<file path="src/hdl/rmq_pkg.sv">
// Shared widths and types for the rotation-matrix-to-quaternion pipeline.
// No dependencies; every other file imports this package.
`default_nettype none

package rmq_pkg;

	// Element and result format: signed Q1.14
	localparam int ELEM_W  = 16;
	localparam int ONE_Q14 = 16384;

	// Clamped trace term, magnitude square root and norm widths
	localparam int T_W        = 17;
	localparam int T_SHIFT    = 28;
	localparam int MAG_IN_W   = 46;
	localparam int MAG_W      = MAG_IN_W / 2;
	localparam int SQ_W       = 2 * MAG_W;
	localparam int NORM_IN_W  = 48;
	localparam int NORM_W     = NORM_IN_W / 2;

	// Final divide: (m * 2^14 + n/2) / n
	localparam int FRAC_W  = 14;
	localparam int NUM_W   = MAG_W + FRAC_W + 1;
	localparam int QUO_W   = FRAC_W + 1;

	localparam int LANES = 4;

	typedef logic signed [ELEM_W-1:0] elem_t;
	typedef logic [T_W-1:0]           trace_t;
	typedef logic [MAG_W-1:0]         mag_t;

	// Winning component index
	typedef enum logic [1:0] {
		WIN_W = 2'd0,
		WIN_X = 2'd1,
		WIN_Y = 2'd2,
		WIN_Z = 2'd3
	} win_t;

endpackage

`default_nettype wire

</file>
<file path="src/hdl/rmq_front.sv">
// Front end: trace combinations, clamping, winner pick and sign selection.
// Two register stages; depends on rmq_pkg.
`default_nettype none

module rmq_front import rmq_pkg::*; (
	input  wire logic                     clk,
	input  wire logic                     arst_n,
	input  wire logic                     adv,
	input  wire logic                     in_valid,
	input  wire elem_t                    c0_r0,
	input  wire elem_t                    c0_r1,
	input  wire elem_t                    c0_r2,
	input  wire elem_t                    c1_r0,
	input  wire elem_t                    c1_r1,
	input  wire elem_t                    c1_r2,
	input  wire elem_t                    c2_r0,
	input  wire elem_t                    c2_r1,
	input  wire elem_t                    c2_r2,
	output logic                          out_valid,
	output logic [LANES-1:0][T_W-1:0]     t,
	output logic [LANES-1:0]              neg
);

	localparam int S_W = T_W + 2;

	logic signed [S_W-1:0] e00, e11, e22, one_c;
	logic signed [S_W-1:0] s_nx [LANES];

	logic                  vld_s1;
	logic signed [S_W-1:0] s_s1 [LANES];
	logic                  d21_s1, d02_s1, d10_s1, a10_s1, a02_s1, a21_s1;

	logic                  vld_s2;
	logic [LANES-1:0][T_W-1:0] t_s2;
	logic [LANES-1:0]      neg_s2;

	logic [LANES-1:0][T_W-1:0] t_cl;
	trace_t                best;
	win_t                  win;
	logic [LANES-1:0]      neg_nx;

	// Form the four diagonal combinations
	always_comb begin
		e00   = S_W'(c0_r0);
		e11   = S_W'(c1_r1);
		e22   = S_W'(c2_r2);
		one_c = S_W'(ONE_Q14);
		s_nx[0] =  e00 + e11 + e22 + one_c;
		s_nx[1] =  e00 - e11 - e22 + one_c;
		s_nx[2] = -e00 + e11 - e22 + one_c;
		s_nx[3] = -e00 - e11 + e22 + one_c;
	end

	always_ff @(posedge clk or negedge arst_n) begin
		if (!arst_n) begin
			vld_s1 <= 1'b0;
			vld_s2 <= 1'b0;
		end else if (adv) begin
			vld_s1 <= in_valid;
			vld_s2 <= vld_s1;
		end
	end

	// Stage 1: hold the sums and the signs of the off-diagonal terms
	always_ff @(posedge clk) begin
		if (adv) begin
			for (int l = 0; l < LANES; l++) s_s1[l] <= s_nx[l];
			d21_s1 <= (S_W'(c2_r1) - S_W'(c1_r2)) < 0;
			d02_s1 <= (S_W'(c0_r2) - S_W'(c2_r0)) < 0;
			d10_s1 <= (S_W'(c1_r0) - S_W'(c0_r1)) < 0;
			a10_s1 <= (S_W'(c1_r0) + S_W'(c0_r1)) < 0;
			a02_s1 <= (S_W'(c0_r2) + S_W'(c2_r0)) < 0;
			a21_s1 <= (S_W'(c2_r1) + S_W'(c1_r2)) < 0;
		end
	end

	// Clamp at zero and pick the largest, earliest on ties
	always_comb begin
		for (int l = 0; l < LANES; l++)
			t_cl[l] = (s_s1[l] < 0) ? '0 : s_s1[l][T_W-1:0];
		win  = WIN_W;
		best = t_cl[0];
		if (t_cl[1] > best) begin
			win  = WIN_X;
			best = t_cl[1];
		end
		if (t_cl[2] > best) begin
			win  = WIN_Y;
			best = t_cl[2];
		end
		if (t_cl[3] > best) begin
			win  = WIN_Z;
		end
		unique case (win)
			WIN_W: neg_nx = {d10_s1, d02_s1, d21_s1, 1'b0};
			WIN_X: neg_nx = {a02_s1, a10_s1, 1'b0, d21_s1};
			WIN_Y: neg_nx = {a21_s1, 1'b0, a10_s1, d02_s1};
			WIN_Z: neg_nx = {1'b0, a21_s1, a02_s1, d10_s1};
			default: neg_nx = '0;
		endcase
	end

	always_ff @(posedge clk) begin
		if (adv) begin
			t_s2   <= t_cl;
			neg_s2 <= neg_nx;
		end
	end

	assign out_valid = vld_s2;
	assign t         = t_s2;
	assign neg       = neg_s2;

endmodule

`default_nettype wire

</file>
<file path="config.mk">
export PLATFORM = sky130hd
export DESIGN_NAME = rmq_front
export DESIGN_NICKNAME = d
export VERILOG_FILES = /design/src/hdl/rmq_pkg.sv /design/src/hdl/rmq_front.sv
export SDC_FILE = /design/constraint.sdc
export NUM_CORES = 1
export LEC_CHECK = 0
export BUFFER_PORTS_ARGS = -buffer_cell sky130_fd_sc_hd__buf_2
export CAP_MARGIN = 5
export CORE_ASPECT_RATIO = 0.75
export CORE_UTILIZATION = 53
export DETAILED_ROUTE_END_ITERATION = 16
export PLACE_DENSITY_LB_ADDON = 0.12
export SETUP_SLACK_MARGIN = 0.3
export SYNTH_ARGS = -nofsm -noshare
export SYNTH_HDL_FRONTEND = slang
export SYNTH_SLANG_ARGS = --single-unit
export TNS_END_PERCENT = 20
</file>
<file path="constraint.sdc">
create_clock -name clk -period 6.15 [get_ports clk]
set_clock_uncertainty 0.2 [all_clocks]
set_input_delay 0.3075 -clock clk [delete_from_list [all_inputs] [get_ports clk]]
set_output_delay 0.3075 -clock clk [all_outputs]
set_load 0.02 [all_outputs]
</file>
==> results of run 1 <==
-- registers in the layout, summed over array words and instances, names as in the netlist --
| name | flops |
|---|---|
| s_s1 | 69 |
| t | 68 |
| neg | 4 |
| a02_s1 | 1 |
| a10_s1 | 1 |
| a21_s1 | 1 |
| d02_s1 | 1 |
| d10_s1 | 1 |
| d21_s1 | 1 |
| out_valid | 1 |
| vld_s1 | 1 |
-- cell type report --
cell class / count / area, sq um / share of cell area [%]
clock buffer: 21 / 440 / 2.56
clock inverter: 9 / 131 / 0.764
inverter: 171 / 642 / 3.73
multi-input combinational: 977 / 9350 / 54.4
sequential: 149 / 4460 / 26.0
tap: 344 / 430 / 2.50
timing repair buffer: 298 / 1730 / 10.1
-- worst min-delay path, stage by stage --
cell and delay, ns:
buf_2 0.09, ha_1 0.16, a21oi_1 0.07, o21ai_1 0.07
-- power by group through the flow --
stage	Sequential [uW]	Combinational [uW]	Clock [uW]
after global routing	1710	4690	1060
after global placement	1690	3660	0
after detailed placement	1700	3710	0
final	1680	4310	1010
after CTS	1680	4050	1030
after floorplan	1770	2420	0
-- path summary, 6_finish.rpt --
kind,from,end,slack (ns),cells after the start
worst max-delay path,s_s1[0][18]$_DFFE_PP_,neg[2]$_DFFE_PP_,-0.24,29
worst min-delay path,c2_r0[15],a02_s1$_DFFE_PP_,0.19,4
worst max register to register,s_s1[0][18]$_DFFE_PP_,neg[2]$_DFFE_PP_,-0.24,29
worst min register to register,vld_s1$_DFFE_PN0P_,out_valid$_DFFE_PN0P_,0.31,1
max in group asynchronous,arst_n,vld_s1$_DFFE_PN0P_,5.10,3
min in group asynchronous,arst_n,out_valid$_DFFE_PN0P_,0.53,3
-- stage by stage --
stage          util (%)  worst slack (ns)
5_1_grt            66.0            -0.505
2_1_floorplan         -           -0.0152
4_1_cts            65.3           -0.0391
3_3_place_gp       61.8            -0.161
6_report           66.0            -0.245
3_5_place_dp       61.8            -0.372
-- cells in the final DEF, fill, tap and decap left out, types with 10 or more instances in the layout --
master and count:
ha_1 267, buf_2 219, inv_1 171, edfxtp_1 147, a21oi_1 74, fa_1 70
buf_4 67, nor2_1 65, xnor2_1 52, nand2_1 42, nor2b_1 36, a21o_1 36
nand2b_1 30, o21ai_1 29, nor3_1 21, nand3_1 19, xor2_1 17, clkbuf_16 17
o21bai_1 15, o21ai_0 13, a211oi_1 12, ha_4 10
-- repair_timing --
action	CTS	global route
setup endpoints to repair	4	4
hold buffers	3	0
gates resized for setup	40	25
cloned	2	0
hold endpoints to repair	3	0
pin swaps	30	18
setup buffers	16	5
-- cells by family (layout without fill, tap and decap cells) --
family,after synthesis,after routing,share of synthesized area [%]
muxes,37,37,2.87
DFF,149,149,31.6
and+or+nand+nor,271,272,10.0
AOI/OAI and AO/OA,250,250,11.6
buffers and inverters,180,499,4.87
xor gates and xnor gates,70,70,4.40
adders and majority gates,348,348,34.6
-- per-layer routing --
metal  global-route usage (%)  up-vias  part of all wire [%]
met5                        0        -                     0
met4                     5.01        0                   1.1
met3                     4.37       20                   5.2
li1                         -     5216                     -
met2                     39.9      261                    43
met1                     37.0     4970                    50
==> summary.txt, run 1 <==
number of nets with antenna violations after routing: 0
ratio of cells with drive above 1 in the final layout: 24.2%
unrepaired setup endpoints after global routing: yes
final critical-path share of the clock period: 104%
placed cell count: 1,913
portion of total power attributed to sequential cells: 24.0%
layout filler cell count: 2,019
CTS tree: done
clk sink count: 149
most frequently used cell type in the post-synthesis netlist: ha_1
required time at the worst-slack endpoint: 6.12 ns
cell types with the largest area share after synthesis: edfxtp_1 31%, ha_1 25%, fa_1 9.9%
detailed-route DRC error count: 0
overflow left after global routing: 0
net switching power: 2780 uW
clock share of power: 14.4%
Max FO, Critical Path: 7
maximum achievable frequency: 156 MHz
post-layout total power: 7000 uW
clock period minus worst slack: 6.39 ns
transition time at the pin with the least slew margin: 0.888 ns
Critical Path Sink Type: flop
combinational power share: 61.6%
max-cap violation count: 0
die outline area: 27,300 sq um
Buf+Inv Stages, Crit Path: 5
n_diodes: 0
Initial Util: 54.2%
post-synthesis instance area: 14,100 sq um
Hold Violations, Final: 0
global placement routability congestion: 0.888
via count of the first global-routing pass: 10.2k
clock slew seen by the registers of the worst setup and hold paths: 0.06 ns
total wire length after detailed routing: 34.4 mm
synthesis-to-layout area growth: 21.8%
Setup violations, final: 4
top cells by count, synth: 278 x ha_1, 171 x inv_1, 147 x edfxtp_1, 81 x a21oi_1, 70 x fa_1
Clock Tree Buf Depth: 2
cells after synthesis: 1,305
CP max stage delay: 0.49 ns
DR iter-0 viols: 482
largest vdd supply drop: 0.000315 V
areal power density over the cells: 407 nW/um^2
drt via density: 5.32
category of the worst setup path launch point: flop
crit path max-delay cell type: or4_4
Switching Share: 39.7%
final-layout worst hold slack: 0.193 ns
leakage power figure: 0.00835 uW
critical path type: flop to flop
max-slew headroom at the worst pin: 40.0%
first-pass GRT wire length: 52.6 mm
Hold WC Path Type: input port to flop
Post-Layout Inst Area: 17,200 sq um
maximum number of pins on one net before global-route repair: 89
# rows: 51
library cells used by synthesis: 72
number of warnings printed during yosys synthesis: 0
All-Layer GR Usage: 25.5%
vertical extent of the die: 143 microns
vias after detailed routing: 10.5k
non-filler instance count after layout: 1,969
initial antenna violation count: 0
root cell of the clock tree: clkbuf_16
Arr. time, crit path: 6.36 ns
proportion of synthesized flip-flops having asynchronous set or reset: 1.34%
I/O Pins: 221
area of placed instances: 16,100 sq um
most numerous cell on the critical path: buf_6
Max Transition Viols Final: 0
Post-Synthesis Net Count: 1,801
run status: finished with violations
number of flip-flops and latches in the synthesized netlist: 149
violated checks: negative setup slack
number of enable-type register cells in the synthesized netlist: 147
share of the synthesized area in the top cell type: 31.3%
Worst Setup Slack, final: -0.245 ns
Core Area: 26,000 sq um
Synth area leader: edfxtp_1
sequential area share after synthesis: 31.6%
Chip Width: 190 microns
Detailed Routing Iterations Pass 1: 5
number of nets in the layout: 2,110
DP HPWL: 28.8 mm
average footprint of a synthesized cell: 10.8 sq um
source-to-sink clock delay at the later pin of the worst-skew pair: 0.43 ns
routed wirelength normalized by instance count: 17.5 microns
total negative setup slack: -0.655 ns
cell-internal power: 4220 uW
family of cells with the greatest summed delay on the critical path: compound AO/OA/AOI/OAI gates
number of input and output port buffers inserted: 220
number of H-tree branching levels: 4
number of CTS-inserted buffers: 17
ys flop type: edfxtp_1
Note: power is estimated with default switching activity, not from simulation.
==> run 2: changes to the inputs <==
Settings changed: SKIP_CTS_REPAIR_TIMING from default to 1.
==> run 2 against run 1 <==
Against the previous run: the flow still finishes with violations (negative setup slack); maximum frequency about the same; die area unchanged; hold slack about the same; via count decreased by 0.21%; highest routed layer unchanged.
==> summary.txt, run 2 (synthesized netlist as in run 1, its figures left out) <==
layout filler cell count: 2,054 (+1.7%)
required time at the worst-slack endpoint: 6.12 ns (about the same)
overflow left after global routing: 0 (unchanged)
clock share of power: 14.7% (+0.3 points)
All-Layer GR Usage: 24.9% (-0.52 points)
# rows: 51 (unchanged)
Critical Path Sink Type: flop
Arr. time, crit path: 6.36 ns (about the same)
vertical extent of the die: 143 microns (unchanged)
n_diodes: 0 (unchanged)
synthesis-to-layout area growth: 20.7%
final-layout worst hold slack: 0.192 ns (-0.0000520 ns)
initial antenna violation count: 0 (unchanged)
number of H-tree branching levels: 4 (unchanged)
run status: finished with violations
number of CTS-inserted buffers: 17 (unchanged)
die outline area: 27,300 sq um (unchanged)
portion of total power attributed to sequential cells: 24.4% (+0.4 points)
multi-input logic area: 9270 sq um (-0.91%)
Post-Layout Inst Area: 17,000 sq um (-0.90%)
routed wirelength normalized by instance count: 17.4 microns (-0.16%)
Hold Violations, Final: 0 (unchanged)
Setup violations, final: 4 (unchanged)
DP HPWL: 28.8 mm (unchanged)
via count of the first global-routing pass: 10.0k (-1.7%)
root cell of the clock tree: clkbuf_16
max-cap violation count: 0 (unchanged)
Clock Tree Buf Depth: 2 (unchanged)
ratio of cells with drive above 1 in the final layout: 23.1% (-1.0 points)
drt via density: 5.33 (+0.25%)
leakage power figure: 0.00828 uW (-0.78%)
Max FO, Critical Path: 6 (-1)
violated checks: negative setup slack
detailed-route DRC error count: 0 (unchanged)
Core Area: 26,000 sq um (unchanged)
transition time at the pin with the least slew margin: 0.898 ns (+0.0101 ns)
final critical-path share of the clock period: 104% (about the same)
largest vdd supply drop: 0.000330 V (+4.6%)
critical path type: flop to flop
cell-internal power: 4130 uW (-2.0%)
register containing the most flip-flops in the final layout: s_s1
maximum achievable frequency: 156 MHz (about the same)
Max Transition Viols Final: 0 (unchanged)
placed cell count: 1,913 (unchanged)
total area of sequential cells: 4460 sq um (unchanged)
number of nets with antenna violations after routing: 0 (unchanged)
total wire length after detailed routing: 34.2 mm (-0.62%)
Worst Setup Slack, final: -0.245 ns (-0.000382 ns)
number of input and output port buffers inserted: 220 (unchanged)
source-to-sink clock delay at the later pin of the worst-skew pair: 0.43 ns (about the same)
areal power density over the cells: 404 nW/um^2 (-0.75%)
number of nets in the layout: 2,101 (-0.43%)
non-filler instance count after layout: 1,960 (-0.46%)
Switching Share: 40.0% (+0.24 points)
Detailed Routing Iterations Pass 1: 5 (unchanged)
net switching power: 2750 uW (-1.0%)
combinational power share: 61.0% (-0.6 points)
most common cell after layout, fill and taps aside: ha_1
Hold WC Path Type: input port to flop
area of placed instances: 16,100 sq um (unchanged)
vias after detailed routing: 10.4k (-0.21%)
DR iter-0 viols: 426 (-12%)
first-pass GRT wire length: 51.6 mm (-2.0%)
Initial Util: 54.2% (unchanged)
CP max stage delay: 0.54 ns (+0.05 ns)
most numerous cell on the critical path: buf_6
I/O Pins: 221 (unchanged)
crit path max-delay cell type: or4_4
CTS tree: done
category of the worst setup path launch point: flop
clk sink count: 149 (unchanged)
total negative setup slack: -0.686 ns (-0.0316 ns)
clock slew seen by the registers of the worst setup and hold paths: 0.06 ns (about the same)
max-slew headroom at the worst pin: 39.3% (-0.68 points)
global placement routability congestion: 0.888 (unchanged)
Chip Width: 190 microns (unchanged)
flip-flop count of the largest register after layout: 69 (unchanged)
clock period minus worst slack: 6.40 ns (+0.000382 ns)
maximum number of pins on one net before global-route repair: 89 (unchanged)
commonest cells after routing, fill and taps aside: 269 x ha_1, 220 x buf_2, 170 x inv_1, 147 x edfxtp_1, 75 x a21oi_1
unrepaired setup endpoints after global routing: yes
## run 2: cell types whose count changed in the layout (fill, tap and decap cells not counted), moves of 3 or more
| cell | previous run | this run |
|---|---|---|
| nor2b_1 | 36 | 39 |
| buf_4 | 67 | 57 |
| nand2b_4 | 4 | 1 |
| nand2b_1 | 30 | 33 |
## run 2: power by group through the flow
stage	Clock [uW]	Combinational (uW)	Sequential, uW
after floorplan	0	2420	1770
after global placement	0	3660	1690
after detailed placement	0	3710	1700
after CTS	1030	3740	1680
after global routing	1060	4580	1710
final	1010	4200	1680
## run 2: worst paths after layout
kind                                       start                     to  slack, ns  depth (start not counted)
min reg2reg                   vld_s1$_DFFE_PN0P_  out_valid$_DFFE_PN0P_       0.31                          1
max reg2reg                s_s1[0][18]$_DFFE_PP_       neg[2]$_DFFE_PP_      -0.25                         29
min in group asynchronous                 arst_n  out_valid$_DFFE_PN0P_       0.53                          3
min                                    c2_r0[15]       a02_s1$_DFFE_PP_       0.19                          4
max                        s_s1[0][18]$_DFFE_PP_       neg[2]$_DFFE_PP_      -0.25                         29
max in group asynchronous                 arst_n     vld_s1$_DFFE_PN0P_       5.09                          3
## run 2: critical path: cells and delay by family (launching register included)
kind	cells	cell delay (ns)
and+or+nand+nor	8	1.23
DFF	1	0.44
buffers and inverters	6	0.83
AOI/OAI and AO/OA	9	1.68
muxes	3	0.88
adders and majority gates	3	0.87
## run 2: cell type report
cell class / count / share of cell area (%)
multi-input combinational: 977 / 54.4
sequential: 149 / 26.2
timing repair buffer: 289 / 9.75
inverter: 171 / 3.77
clock buffer: 21 / 2.59
tap: 344 / 2.53
clock inverter: 9 / 0.771
## run 2: metrics by stage
stage          total power (uW)  setup WS [ns]  utilization (%)
6_report                   6880         -0.245             65.4
5_1_grt                    7340         -0.496             65.4
4_1_cts                    6450         -0.392             64.0
3_5_place_dp               5410         -0.372             61.8
3_3_place_gp               5350         -0.161             61.8
2_1_floorplan              4200        -0.0152                -
## run 2: routing by layer
metal	global-route usage [%]	wire length, microns	vias to the layer above
li1	-	-	5202
met2	38.6	14800	274
met5	0	0	-
met4	5.64	394	0
met3	3.79	1760	25
met1	36.8	17200	4944
